`config.mk`:
```
export PLATFORM = sky130hd
export DESIGN_NAME = c_like_token_scanner
export DESIGN_NICKNAME = d
export VERILOG_FILES = /design/src/sv/ctok_pkg.sv /design/src/sv/ctok_step.sv /design/src/sv/ctok_fifo.sv /design/src/sv/c_like_token_scanner.sv
export VERILOG_INCLUDE_DIRS = /design/src /design/src/sv
export SDC_FILE = /design/constraint.sdc
export NUM_CORES = 1
export LEC_CHECK = 0
export ABC_CLOCK_PERIOD_IN_PS = 4600
export BUFFER_PORTS_ARGS = -buffer_cell sky130_fd_sc_hd__buf_2
export CORE_ASPECT_RATIO = 0.6
export CORE_UTILIZATION = 57
export CTS_CLUSTER_SIZE = 20
export DETAILED_ROUTE_END_ITERATION = 6
export PLACE_DENSITY = 0.89
export SETUP_SLACK_MARGIN = 0.15
export SLEW_MARGIN = 10
export SYNTH_ARGS = -nofsm -noshare
export SYNTH_HDL_FRONTEND = slang
export SYNTH_SLANG_ARGS = --single-unit
```
`constraint.sdc`:
```
create_clock -name aclk -period 4.6 [get_ports aclk]
set_clock_uncertainty 0.2 [all_clocks]
set_input_delay 0.46 -clock aclk [delete_from_list [all_inputs] [get_ports aclk]]
set_output_delay 0.46 -clock aclk [all_outputs]
set_load 0.02 [all_outputs]
```
`src/sv/c_like_token_scanner_defines.svh`:
```
// ----------------------------------------------------------------------------
// c_like_token_scanner_defines.svh
// Assertion macros for the token scanner; they expand to nothing under SYNTH.
// ----------------------------------------------------------------------------
`ifndef C_LIKE_TOKEN_SCANNER_DEFINES_SVH
`define C_LIKE_TOKEN_SCANNER_DEFINES_SVH

`ifndef SYNTH
// Same-cycle implication, clocked on aclk, off while aresetn is low.
`define CTOK_ASSERT_NOW(lbl, ante, cons) \
    lbl: assert property (@(posedge aclk) disable iff (!aresetn) (ante) |-> (cons)) \
        else $error("ctok: assertion failed");
// Next-cycle implication.
`define CTOK_ASSERT_NEXT(lbl, ante, cons) \
    lbl: assert property (@(posedge aclk) disable iff (!aresetn) (ante) |=> (cons)) \
        else $error("ctok: assertion failed");
`else
`define CTOK_ASSERT_NOW(lbl, ante, cons)
`define CTOK_ASSERT_NEXT(lbl, ante, cons)
`endif

`endif

```
`src/sv/ctok_pkg.sv`:
```
// ----------------------------------------------------------------------------
// ctok_pkg
// Shared types and constants of the token scanner.
// ----------------------------------------------------------------------------
package ctok_pkg;

    localparam int VALUE_WIDTH_DEF = 32;

    // result queue between the scanner core and the m_ channel
    localparam int FIFO_DEPTH = 4;
    localparam int FIFO_PTR_W = $clog2(FIFO_DEPTH);
    localparam int FIFO_LVL_W = $clog2(FIFO_DEPTH + 1);

    typedef struct packed {
        logic [5:0]  kind;
        logic [31:0] value;
        logic        last;
    } tok_t;

    // results of one source byte: 0, 1 or 2 tokens
    typedef struct packed {
        logic [1:0] count;
        tok_t       first;
        tok_t       second;
    } tok_pair_t;

    typedef struct packed {
        logic [FIFO_LVL_W-1:0] level;
        logic                  room2;
        logic                  empty;
    } fifo_stat_t;

endpackage

```
`src/sv/ctok_step.sv`:
```
// ----------------------------------------------------------------------------
// ctok_step
// Scanner state and the per-byte next-state / token decode.
// ----------------------------------------------------------------------------
module ctok_step #(
    parameter int VALUE_WIDTH = ctok_pkg::VALUE_WIDTH_DEF
) (
    input  logic               aclk,
    input  logic               aresetn,
    input  logic               take,
    input  logic [7:0]         src_byte,
    output ctok_pkg::tok_pair_t pair
);
    import ctok_pkg::*;

    localparam int CW = (VALUE_WIDTH < 32) ? VALUE_WIDTH : 32;

    // token kinds
    localparam logic [5:0] K_END       = 6'd0;
    localparam logic [5:0] K_ID_PIECE  = 6'd1;
    localparam logic [5:0] K_ID_END    = 6'd2;
    localparam logic [5:0] K_NUM       = 6'd3;
    localparam logic [5:0] K_CHAR      = 6'd4;
    localparam logic [5:0] K_STR_PIECE = 6'd5;
    localparam logic [5:0] K_STR_END   = 6'd6;
    localparam logic [5:0] K_INC       = 6'd7;
    localparam logic [5:0] K_ADD       = 6'd8;
    localparam logic [5:0] K_DEC       = 6'd9;
    localparam logic [5:0] K_SUB       = 6'd10;
    localparam logic [5:0] K_MUL       = 6'd11;
    localparam logic [5:0] K_DIV       = 6'd12;
    localparam logic [5:0] K_LAND      = 6'd13;
    localparam logic [5:0] K_AND       = 6'd14;
    localparam logic [5:0] K_LOR       = 6'd15;
    localparam logic [5:0] K_OR        = 6'd16;
    localparam logic [5:0] K_NE        = 6'd17;
    localparam logic [5:0] K_NOT       = 6'd18;
    localparam logic [5:0] K_GE        = 6'd19;
    localparam logic [5:0] K_GT        = 6'd20;
    localparam logic [5:0] K_LE        = 6'd21;
    localparam logic [5:0] K_LT        = 6'd22;
    localparam logic [5:0] K_EQ        = 6'd23;
    localparam logic [5:0] K_ASSIGN    = 6'd24;
    localparam logic [5:0] K_XOR       = 6'd25;
    localparam logic [5:0] K_TILDE     = 6'd26;
    localparam logic [5:0] K_COMMA     = 6'd27;
    localparam logic [5:0] K_COLON     = 6'd28;
    localparam logic [5:0] K_SEMI      = 6'd29;
    localparam logic [5:0] K_LPAREN    = 6'd30;
    localparam logic [5:0] K_RPAREN    = 6'd31;
    localparam logic [5:0] K_LBRACK    = 6'd32;
    localparam logic [5:0] K_RBRACK    = 6'd33;
    localparam logic [5:0] K_LBRACE    = 6'd34;
    localparam logic [5:0] K_RBRACE    = 6'd35;
    localparam logic [5:0] K_ERR_CHAR  = 6'd36;
    localparam logic [5:0] K_ERR_STR   = 6'd37;
    localparam logic [5:0] K_ERR_CMT   = 6'd38;

    // characters
    localparam logic [7:0] C_EOI    = 8'hFF;
    localparam logic [7:0] C_NL     = 8'h0A;
    localparam logic [7:0] C_TAB    = 8'h09;
    localparam logic [7:0] C_NUL    = 8'h00;
    localparam logic [7:0] C_SQUOTE = 8'h27;
    localparam logic [7:0] C_DQUOTE = 8'h22;
    localparam logic [7:0] C_BSLASH = 8'h5C;
    localparam logic [7:0] C_HASH   = 8'h23;
    localparam logic [7:0] C_SLASH  = 8'h2F;
    localparam logic [7:0] C_STAR   = 8'h2A;
    localparam logic [7:0] C_PLUS   = 8'h2B;
    localparam logic [7:0] C_MINUS  = 8'h2D;
    localparam logic [7:0] C_AMP    = 8'h26;
    localparam logic [7:0] C_BAR    = 8'h7C;
    localparam logic [7:0] C_BANG   = 8'h21;
    localparam logic [7:0] C_GT     = 8'h3E;
    localparam logic [7:0] C_LT     = 8'h3C;
    localparam logic [7:0] C_EQ     = 8'h3D;
    localparam logic [7:0] C_CARET  = 8'h5E;
    localparam logic [7:0] C_TILDE  = 8'h7E;
    localparam logic [7:0] C_COMMA  = 8'h2C;
    localparam logic [7:0] C_COLON  = 8'h3A;
    localparam logic [7:0] C_SEMI   = 8'h3B;
    localparam logic [7:0] C_LPAREN = 8'h28;
    localparam logic [7:0] C_RPAREN = 8'h29;
    localparam logic [7:0] C_LBRACK = 8'h5B;
    localparam logic [7:0] C_RBRACK = 8'h5D;
    localparam logic [7:0] C_LBRACE = 8'h7B;
    localparam logic [7:0] C_RBRACE = 8'h7D;
    localparam logic [7:0] C_UNDER  = 8'h5F;
    localparam logic [7:0] C_ZERO   = 8'h30;
    localparam logic [7:0] C_NINE   = 8'h39;
    localparam logic [7:0] C_LC_A   = 8'h61;
    localparam logic [7:0] C_LC_Z   = 8'h7A;
    localparam logic [7:0] C_UC_A   = 8'h41;
    localparam logic [7:0] C_UC_Z   = 8'h5A;
    localparam logic [7:0] C_LC_N   = 8'h6E;
    localparam logic [7:0] C_LC_T   = 8'h74;

    typedef enum logic [4:0] {
        M_IDLE, M_IDENT, M_NUM, M_CH_OPEN, M_CH_ESC, M_CH_CLOSE, M_STR, M_STR_ESC,
        M_HASH, M_SLASH, M_LINE, M_BLOCK, M_BLOCK_STAR,
        M_PLUS, M_MINUS, M_AMP, M_BAR, M_BANG, M_GT, M_LT, M_EQ, M_HALT
    } mode_t;

    typedef struct packed {
        mode_t      mode;
        logic       emit;
        logic [5:0] kind;
        logic [7:0] val;
    } start_t;

    typedef struct packed {
        logic [7:0] second;
        logic [5:0] pair_kind;
        logic [5:0] alone_kind;
    } op_t;

    typedef struct packed {
        logic       ok;
        logic [7:0] val;
    } esc_t;

    function automatic logic is_ident(input logic [7:0] b);
        return (b == C_UNDER) || (b >= C_LC_A && b <= C_LC_Z) ||
               (b >= C_UC_A && b <= C_UC_Z);
    endfunction

    function automatic logic is_digit(input logic [7:0] b);
        return (b >= C_ZERO) && (b <= C_NINE);
    endfunction

    // byte scanned as the first byte of a token
    function automatic start_t start_tok(input logic [7:0] b);
        start_t s;
        s.mode = M_IDLE;
        s.emit = 1'b0;
        s.kind = K_END;
        s.val  = 8'd0;
        if (is_ident(b)) begin
            s.mode = M_IDENT;
            s.emit = 1'b1;
            s.kind = K_ID_PIECE;
            s.val  = b;
        end else if (is_digit(b)) begin
            s.mode = M_NUM;
        end else begin
            case (b)
                C_EOI:    begin s.emit = 1'b1; s.kind = K_END;    end
                C_SQUOTE: s.mode = M_CH_OPEN;
                C_DQUOTE: s.mode = M_STR;
                C_HASH:   s.mode = M_HASH;
                C_SLASH:  s.mode = M_SLASH;
                C_PLUS:   s.mode = M_PLUS;
                C_MINUS:  s.mode = M_MINUS;
                C_AMP:    s.mode = M_AMP;
                C_BAR:    s.mode = M_BAR;
                C_BANG:   s.mode = M_BANG;
                C_GT:     s.mode = M_GT;
                C_LT:     s.mode = M_LT;
                C_EQ:     s.mode = M_EQ;
                C_STAR:   begin s.emit = 1'b1; s.kind = K_MUL;    end
                C_CARET:  begin s.emit = 1'b1; s.kind = K_XOR;    end
                C_TILDE:  begin s.emit = 1'b1; s.kind = K_TILDE;  end
                C_COMMA:  begin s.emit = 1'b1; s.kind = K_COMMA;  end
                C_COLON:  begin s.emit = 1'b1; s.kind = K_COLON;  end
                C_SEMI:   begin s.emit = 1'b1; s.kind = K_SEMI;   end
                C_LPAREN: begin s.emit = 1'b1; s.kind = K_LPAREN; end
                C_RPAREN: begin s.emit = 1'b1; s.kind = K_RPAREN; end
                C_LBRACK: begin s.emit = 1'b1; s.kind = K_LBRACK; end
                C_RBRACK: begin s.emit = 1'b1; s.kind = K_RBRACK; end
                C_LBRACE: begin s.emit = 1'b1; s.kind = K_LBRACE; end
                C_RBRACE: begin s.emit = 1'b1; s.kind = K_RBRACE; end
                default:  s.emit = 1'b0;  // blanks, NUL, unknown bytes
            endcase
        end
        return s;
    endfunction

    function automatic op_t op_info(input mode_t m);
        op_t o;
        case (m)
            M_PLUS:  o = '{second: C_PLUS,  pair_kind: K_INC,  alone_kind: K_ADD};
            M_MINUS: o = '{second: C_MINUS, pair_kind: K_DEC,  alone_kind: K_SUB};
            M_AMP:   o = '{second: C_AMP,   pair_kind: K_LAND, alone_kind: K_AND};
            M_BAR:   o = '{second: C_BAR,   pair_kind: K_LOR,  alone_kind: K_OR};
            M_BANG:  o = '{second: C_EQ,    pair_kind: K_NE,   alone_kind: K_NOT};
            M_GT:    o = '{second: C_EQ,    pair_kind: K_GE,   alone_kind: K_GT};
            M_LT:    o = '{second: C_EQ,    pair_kind: K_LE,   alone_kind: K_LT};
            default: o = '{second: C_EQ,    pair_kind: K_EQ,   alone_kind: K_ASSIGN};
        endcase
        return o;
    endfunction

    function automatic esc_t escape(input logic [7:0] b, input logic [7:0] quote);
        esc_t e;
        e.ok = 1'b1;
        e.val = b;
        if (b == C_LC_N)       e.val = C_NL;
        else if (b == C_LC_T)  e.val = C_TAB;
        else if (b == C_ZERO)  e.val = C_NUL;
        else if (b == C_BSLASH || b == quote) e.val = b;
        else                   e.ok = 1'b0;
        return e;
    endfunction

    mode_t                  mode_reg, mode_next;
    logic [VALUE_WIDTH-1:0] acc_reg, acc_next;
    logic [7:0]             pend_reg, pend_next;

    start_t                 st;
    op_t                    op;
    esc_t                   esc_ch, esc_str;
    logic                   restart, fail_en;
    logic [5:0]             fail_kind;
    logic [1:0]             cnt;
    logic [5:0]             k0, k1;
    logic [31:0]            v0, v1;
    logic [VALUE_WIDTH-1:0] acc_x10;
    logic                   b_eol;

    assign st      = start_tok(src_byte);
    assign op      = op_info(mode_reg);
    assign esc_ch  = escape(src_byte, C_SQUOTE);
    assign esc_str = escape(src_byte, C_DQUOTE);
    assign b_eol   = (src_byte == C_EOI) || (src_byte == C_NL);
    // x10 as shift-and-add, wraps at VALUE_WIDTH
    assign acc_x10 = (acc_reg << 3) + (acc_reg << 1)
                   + VALUE_WIDTH'(src_byte[3:0]);

    always_comb begin
        mode_next = mode_reg;
        acc_next  = acc_reg;
        pend_next = pend_reg;
        restart   = 1'b0;
        fail_en   = 1'b0;
        fail_kind = K_ERR_CHAR;
        cnt       = 2'd0;
        k0        = K_END;
        v0        = 32'd0;
        k1        = K_END;
        v1        = 32'd0;

        case (mode_reg)
            M_IDENT: begin
                if (is_ident(src_byte)) begin
                    cnt = 2'd1; k0 = K_ID_PIECE; v0 = 32'(src_byte);
                end else begin
                    cnt = 2'd1; k0 = K_ID_END; restart = 1'b1;
                end
            end
            M_NUM: begin
                if (is_digit(src_byte)) begin
                    acc_next = acc_x10;
                end else begin
                    cnt = 2'd1; k0 = K_NUM; v0 = 32'(acc_reg[CW-1:0]);
                    restart = 1'b1;
                end
            end
            M_CH_OPEN: begin
                if (b_eol || src_byte == C_SQUOTE) begin
                    fail_en = 1'b1; fail_kind = K_ERR_CHAR;
                end else if (src_byte == C_BSLASH) begin
                    mode_next = M_CH_ESC;
                end else begin
                    pend_next = src_byte; mode_next = M_CH_CLOSE;
                end
            end
            M_CH_ESC: begin
                if (b_eol) begin
                    fail_en = 1'b1; fail_kind = K_ERR_CHAR;
                end else begin
                    pend_next = esc_ch.val;  // unknown escape keeps the byte
                    mode_next = M_CH_CLOSE;
                end
            end
            M_CH_CLOSE: begin
                if (src_byte == C_SQUOTE) begin
                    cnt = 2'd1; k0 = K_CHAR; v0 = 32'(pend_reg); mode_next = M_IDLE;
                end else begin
                    fail_en = 1'b1; fail_kind = K_ERR_CHAR;
                end
            end
            M_STR: begin
                if (src_byte == C_DQUOTE) begin
                    cnt = 2'd1; k0 = K_STR_END; mode_next = M_IDLE;
                end else if (b_eol) begin
                    fail_en = 1'b1; fail_kind = K_ERR_STR;
                end else if (src_byte == C_BSLASH) begin
                    mode_next = M_STR_ESC;
                end else begin
                    cnt = 2'd1; k0 = K_STR_PIECE; v0 = 32'(src_byte);
                end
            end
            M_STR_ESC: begin
                if (b_eol) begin
                    fail_en = 1'b1; fail_kind = K_ERR_STR;
                end else begin
                    if (esc_str.ok) begin
                        cnt = 2'd1; k0 = K_STR_PIECE; v0 = 32'(esc_str.val);
                    end
                    mode_next = M_STR;
                end
            end
            M_HASH, M_LINE: begin
                if (b_eol) restart = 1'b1;
            end
            M_SLASH: begin
                if (src_byte == C_SLASH) begin
                    mode_next = M_LINE;
                end else if (src_byte == C_STAR) begin
                    mode_next = M_BLOCK;
                end else begin
                    cnt = 2'd1; k0 = K_DIV; restart = 1'b1;
                end
            end
            M_BLOCK, M_BLOCK_STAR: begin
                if (src_byte == C_EOI) begin
                    fail_en = 1'b1; fail_kind = K_ERR_CMT;
                end else if (mode_reg == M_BLOCK_STAR && src_byte == C_SLASH) begin
                    mode_next = M_IDLE;
                end else begin
                    mode_next = (src_byte == C_STAR) ? M_BLOCK_STAR : M_BLOCK;
                end
            end
            M_PLUS, M_MINUS, M_AMP, M_BAR, M_BANG, M_GT, M_LT, M_EQ: begin
                if (src_byte == op.second) begin
                    cnt = 2'd1; k0 = op.pair_kind; mode_next = M_IDLE;
                end else begin
                    cnt = 2'd1; k0 = op.alone_kind; restart = 1'b1;
                end
            end
            M_HALT: begin
                if (src_byte == C_EOI) begin
                    cnt = 2'd1; k0 = K_END; mode_next = M_IDLE;
                end
            end
            default: restart = 1'b1;
        endcase

        // byte reopens a token; its own result goes after any pending one
        if (restart) begin
            mode_next = st.mode;
            acc_next  = is_digit(src_byte) ? VALUE_WIDTH'(src_byte[3:0]) : '0;
            if (st.emit) begin
                if (cnt == 2'd0) begin
                    cnt = 2'd1; k0 = st.kind; v0 = 32'(st.val);
                end else begin
                    cnt = 2'd2; k1 = st.kind; v1 = 32'(st.val);
                end
            end
        end

        // errors always come first; end of input also closes with END
        if (fail_en) begin
            k0 = fail_kind;
            v0 = 32'd0;
            if (src_byte == C_EOI) begin
                cnt = 2'd2; k1 = K_END; v1 = 32'd0; mode_next = M_IDLE;
            end else begin
                cnt = 2'd1; mode_next = M_HALT;
            end
        end
    end

    assign pair.count        = cnt;
    assign pair.first.kind   = k0;
    assign pair.first.value  = v0;
    assign pair.first.last   = (cnt == 2'd1);
    assign pair.second.kind  = k1;
    assign pair.second.value = v1;
    assign pair.second.last  = 1'b1;

    always_ff @(posedge aclk) begin
        if (!aresetn) begin
            mode_reg <= M_IDLE;
            acc_reg  <= '0;
            pend_reg <= '0;
        end else if (take) begin
            mode_reg <= mode_next;
            acc_reg  <= acc_next;
            pend_reg <= pend_next;
        end
    end

endmodule

```
`src/sv/ctok_fifo.sv`:
```
// ----------------------------------------------------------------------------
// ctok_fifo
// Small result queue: up to two pushes and one pop per cycle.
// ----------------------------------------------------------------------------
module ctok_fifo (
    input  logic                 aclk,
    input  logic                 aresetn,
    input  logic                 push,
    input  ctok_pkg::tok_pair_t  pair,
    input  logic                 pop,
    output ctok_pkg::tok_t       head,
    output ctok_pkg::fifo_stat_t stat
);
    import ctok_pkg::*;

    tok_t                  mem [FIFO_DEPTH];
    logic [FIFO_PTR_W-1:0] wr_ptr_reg, wr_ptr_next;
    logic [FIFO_PTR_W-1:0] rd_ptr_reg, rd_ptr_next;
    logic [FIFO_LVL_W-1:0] level_reg, level_next;
    logic [FIFO_PTR_W-1:0] wr_ptr_p1;
    logic [1:0]            n_push;

    assign n_push      = push ? pair.count : 2'd0;
    assign wr_ptr_p1   = wr_ptr_reg + FIFO_PTR_W'(1);
    assign wr_ptr_next = wr_ptr_reg + FIFO_PTR_W'(n_push);
    assign rd_ptr_next = rd_ptr_reg + FIFO_PTR_W'(pop);
    assign level_next  = level_reg + FIFO_LVL_W'(n_push) - FIFO_LVL_W'(pop);

    always_ff @(posedge aclk) begin
        if (n_push != 2'd0) mem[wr_ptr_reg] <= pair.first;
        if (n_push == 2'd2) mem[wr_ptr_p1]  <= pair.second;
    end

    always_ff @(posedge aclk) begin
        if (!aresetn) begin
            wr_ptr_reg <= '0;
            rd_ptr_reg <= '0;
            level_reg  <= '0;
        end else begin
            wr_ptr_reg <= wr_ptr_next;
            rd_ptr_reg <= rd_ptr_next;
            level_reg  <= level_next;
        end
    end

    assign head       = mem[rd_ptr_reg];
    assign stat.level = level_reg;
    assign stat.room2 = (level_reg <= FIFO_LVL_W'(FIFO_DEPTH - 2));
    assign stat.empty = (level_reg == '0);

endmodule

```
`src/sv/c_like_token_scanner.sv`:
```
// ----------------------------------------------------------------------------
// c_like_token_scanner
// Byte-serial scanner for a small C-like language.
// ----------------------------------------------------------------------------
// Usage:
//   s_ channel: one source byte per transfer (s_source_byte); 8'hFF marks end
//   of input. m_ channel: tokens, one per transfer (kind, value, last flag).
//   A byte yields zero, one or two tokens; m_last_of_run marks the final
//   token of a byte, so the producing byte can be matched up downstream.
// Output: the tokens of a byte are written into the result queue at the edge
//   that accepts the byte; m_ presents the head of that queue.
// Throughput: one byte per cycle while s_ready is high. The scanner core
//   updates its state once per accepted byte; the bound is the m_ side, which
//   drains one token per cycle while m_ready is high, so bytes that yield two
//   tokens let the queue fill up. s_ready stays high while the 4-entry result
//   queue has room for two tokens.
// Reset: aresetn (synchronous, active low) returns the scanner to idle
//   between tokens and empties the result queue.
// Stall: while m_ready is low the queue holds its tokens; s_ready drops as
//   soon as fewer than two entries are free, and no token is lost.
// ----------------------------------------------------------------------------
`include "c_like_token_scanner_defines.svh"

module c_like_token_scanner #(
    parameter int VALUE_WIDTH = ctok_pkg::VALUE_WIDTH_DEF
) (
    input  logic        aclk,
    input  logic        aresetn,
    input  logic        s_valid,
    output logic        s_ready,
    input  logic [7:0]  s_source_byte,
    output logic        m_valid,
    input  logic        m_ready,
    output logic [5:0]  m_token_kind,
    output logic [31:0] m_token_value,
    output logic        m_last_of_run
);
    import ctok_pkg::*;

    tok_pair_t  pair;
    tok_t       head;
    fifo_stat_t fifo_stat;
    logic       s_xfer;
    logic       m_xfer;

    // a byte transfer updates the core and pushes its tokens in the same edge
    assign s_xfer = s_valid && s_ready;
    assign m_xfer = m_valid && m_ready;

    ctok_step #(
        .VALUE_WIDTH(VALUE_WIDTH)
    ) u_step (
        .aclk     (aclk),
        .aresetn  (aresetn),
        .take     (s_xfer),
        .src_byte (s_source_byte),
        .pair     (pair)
    );

    // queue decouples the two sides so a stalled receiver does not
    // stop the input until the queue is nearly full
    ctok_fifo u_fifo (
        .aclk    (aclk),
        .aresetn (aresetn),
        .push    (s_xfer),
        .pair    (pair),
        .pop     (m_xfer),
        .head    (head),
        .stat    (fifo_stat)
    );

    assign s_ready       = fifo_stat.room2;
    assign m_valid       = !fifo_stat.empty;
    assign m_token_kind  = head.kind;
    assign m_token_value = head.value;
    assign m_last_of_run = head.last;

    // a byte that yields tokens makes the m_ side valid the next cycle
    `CTOK_ASSERT_NEXT(a_tokens_visible, s_xfer && (pair.count != 2'd0), m_valid)
    // the ready rule must keep the queue from overflowing
    `CTOK_ASSERT_NOW(a_no_overflow, 1'b1, fifo_stat.level <= FIFO_LVL_W'(FIFO_DEPTH))
    // with two tokens, only the second carries the last flag
    `CTOK_ASSERT_NOW(a_last_on_second, s_xfer && (pair.count == 2'd2), pair.second.last && !pair.first.last)

endmodule
```
==> results.sh <==
export IMPL_outcome="finished, violations left"
export IMPL_violations="design-rule violations"
export IMPL_path_max_fanout=17
export IMPL_finalCriticalPeriod_ps=4130
export IMPL_detailroute_wirelength_met3_um=5800
export IMPL_synth_edff_count=56
export IMPL_post_synth_and_or_nand_nor_area_fraction_pct=16.3
export IMPL_synth_mux_area_share_pct=7.37
export IMPL_fin_area_um2=14000
export IMPL_area_growth_pct=12.1
export IMPL_clock_sinks=208
export IMPL_n_fill_cell=1610
export IMPL_cell_taking_the_most_area_after_synthesis="dfxtp_1"
export IMPL_synth_fa_ha_area_share_pct=6.97
export IMPL_synth_sequential_area_ratio_pct=37.8
export IMPL_detail_route_vias_per_cell=7.13
export IMPL_relSlewSlack_pct=24.2
export IMPL_ir_drop_v=0.000463
export IMPL_drt_drc_violations_left=8
export IMPL_critical_path_required_ps=4850
export IMPL_slowest_stage="dfxtp_1"
export IMPL_route_antenna_remaining_nets=0
export IMPL_ys_flop_type="dfxtp_1"
export IMPL_critical_path_top_delay_family="simple AND/OR/NAND/NOR gates"
export IMPL_floorplan_initialDensity_pct=58.8
export IMPL_setup_repair_after_global_routing_missed_its_margin="no"
export IMPL_drv_max_cap_violation_count=0
export IMPL_die_width_um=193
export IMPL_slew_at_the_pin_with_the_worst_max_slew_slack_ps=1140
export IMPL_grt_max_degree=107
export IMPL_core_area_um2=21200
export IMPL_tritoncts_num_buffers=21
export IMPL_dr_first_iter_drc_count=1730
export IMPL_port_buffer_count=52
export IMPL_max_freq_mhz=242
export IMPL_largest_register_ffs=156
export IMPL_detail_route_first_pass_iterations=7
export IMPL_buffer_cell_driving_the_clock_tree_root="clkbuf_16"
export IMPL_nNetsFinal=1408
export IMPL_synth_compound_area_share_pct=24.3
export IMPL_critPathCaptureType="register"
export IMPL_ctsLongestPathBuffers=3
export IMPL_clk_latency_ps=510
export IMPL_critical_path_max_stage_delay_ps=700
export IMPL_synth_top_cell_area_share_pct=24.4
export IMPL_global_route_wire_length_before_repair_um=59700
export IMPL_synth_async_reset_ratio_pct=0
export IMPL_first_global_vias=10900
export IMPL_avgRoutedWirePerCell_um=23.7
export IMPL_synth_net_count=1369
export IMPL_synth_cell_types=94
export IMPL_wl_met2_um=15800
export IMPL_floorplan_die_area_um2=22500
export IMPL_hold_viol_final=0
export IMPL_antennaDiodeCount=0
export IMPL_top_signal_layer_used="met4"
export IMPL_path_clk_slew_ps=70
export IMPL_place_detailed_hpwl_um=26800
export IMPL_criticalPathCategory="register to register"
export IMPL_place_area_um2=13200
export IMPL_worstHoldPathType="input pin to register"
export IMPL_finalMaxSlewViolations=0
export IMPL_synthesis_instances=1290
export IMPL_totalWireLength_um=38400
export IMPL_num_rows=41
export IMPL_cp_start_kind="register"
export IMPL_crit_buf_inv=3
export IMPL_timing_setup_tns_ps=0
export IMPL_grt_remaining_overflow=0
export IMPL_pwr_dens_nw_per_um2=533
export IMPL_grt_antenna_before_repair=0
export IMPL_gp_routability_congestion=1.07
export IMPL_die_y_um=117
export IMPL_cts_max_level=1
export IMPL_syn_mean_instance_area_um2=9.68
export IMPL_layout_commonest_cell="dfxtp_1"
export IMPL_p_leak_nw=5.40
export IMPL_setup_violations=0
export IMPL_wl_met1_um=15800
export IMPL_number_of_register_bits_inferred_by_synthesis=208
export IMPL_drive_gt1_share_pct=17.3
export IMPL_synth_top_family_by_area="compound AO/OA/AOI/OAI gates"
export IMPL_synth_top_cells_by_area="dfxtp_1, edfxtp_1, mux4_2"
export IMPL_post_route_period_util_pct=89.7
export IMPL_crit_path_cell_trace="nand3b_1 -> or3_1 -> o21ba_1 -> o221ai_2 -> nor3_2 -> inv_1 -> ha_1 -> nand2_1 -> o211ai_1 -> o21ai_2 -> buf_4 -> nor2b_2 -> buf_12 -> a32o_1"
export IMPL_worstPathArrival_ps=4380
export IMPL_tritoncts="done"
export IMPL_synthXorXnorAreaFrac_pct=2.52
export IMPL_io_pin_count=53
export IMPL_final_cell_mix="dfxtp_1, a21oi_1, nand2_1, nor2_1, a32o_1"
export IMPL_grt_util_all_layers_pct=34.1
export IMPL_post_synthesis_instance_area_um2=12500
export IMPL_routed_via_count=11600
export IMPL_synth_yosys_warnings=0
-- logic make-up (layout without fill, tap and decap cells) --
group | count (synthesis) | in the layout
compound gates | 408 | 408
xor+xnor | 36 | 36
fa+ha+maj | 68 | 68
buf+inv | 133 | 187
flops | 208 | 208
mux | 43 | 43
simple gates | 394 | 394
-- power breakdown --
group          switching, mW  internal, mW  total (mW)
combinational           2.26          1.14        3.41
clock                  0.741          1.04        1.78
sequential             0.188          2.10        2.29
-- cell type report --
class	instances	area, um2	area share (%)
inverter	26	105	0.750
timing repair buffer	123	906	6.47
sequential	208	4730	33.7
multi-input combinational	949	7210	51.5
clock inverter	7	109	0.777
clock buffer	31	606	4.32
tap	279	349	2.49
-- through the flow --
| stage | hold WS [ps] | total power, mW | worst slack (ps) | instances | utilization [%] |
|---|---|---|---|---|---|
| global placement | 240 | 5.51 | 132 | 1581 | 62.4 |
| floorplan | 231 | 4.54 | 210 | 1290 | - |
| detailed placement | 247 | 5.59 | 41.9 | 1581 | 62.4 |
| finish | 226 | 7.47 | 473 | 1623 | 66.0 |
| global route | 232 | 7.77 | 177 | 1623 | 66.0 |
| CTS | 209 | 7.34 | 443 | 1619 | 65.7 |
-- what timing repair did --
| action | 4_1_cts | 5_1_grt |
|---|---|---|
| buffers inserted | 0 | 4 |
| endpoints found under the setup margin | 0 | 33 |
| hold buffers | 0 | 0 |
| gates resized for setup | 0 | 1 |
-- synthesized netlist by cell type (9+ instances only) --
cell,number
xnor2_1,16
a21oi_1,96
buf_1,14
dfxtp_1,152
a32o_1,72
nand3_1,55
and3_1,10
and2_1,18
nor4_1,10
a211o_1,9
edfxtp_1,56
nand4_1,9
inv_1,25
xor2_1,20
a211oi_1,10
o21ai_0,44
o2bb2ai_1,27
buf_2,22
nand2_1,91
clkbuf_1,61
nor3_1,30
nor2_1,87
mux4_2,39
nor2b_1,22
a21o_1,18
a31oi_1,16
o22ai_1,25
ha_1,64
-- layer usage --
metal | vias to the layer above | global-route usage [%]
met5 | - | 0
met4 | 0 | 9.53
met3 | 93 | 12.6
met2 | 854 | 48.7
met1 | 5522 | 48.3
li1 | 5095 | -
-- final timing paths --
path	slack, ps	depth (start not counted)	end	startpoint
worst max-delay path	470	14	u_fifo.mem[1][17]	u_step.mode_reg[3]
worst min-delay path	230	2	u_step.acc_reg[28]	aresetn
worst max register to register	470	14	u_fifo.mem[1][17]	u_step.mode_reg[3]
worst min register to register	260	2	u_fifo.mem[3][17]	u_fifo.mem[3][17]
(Power assumes the default switching activity.)
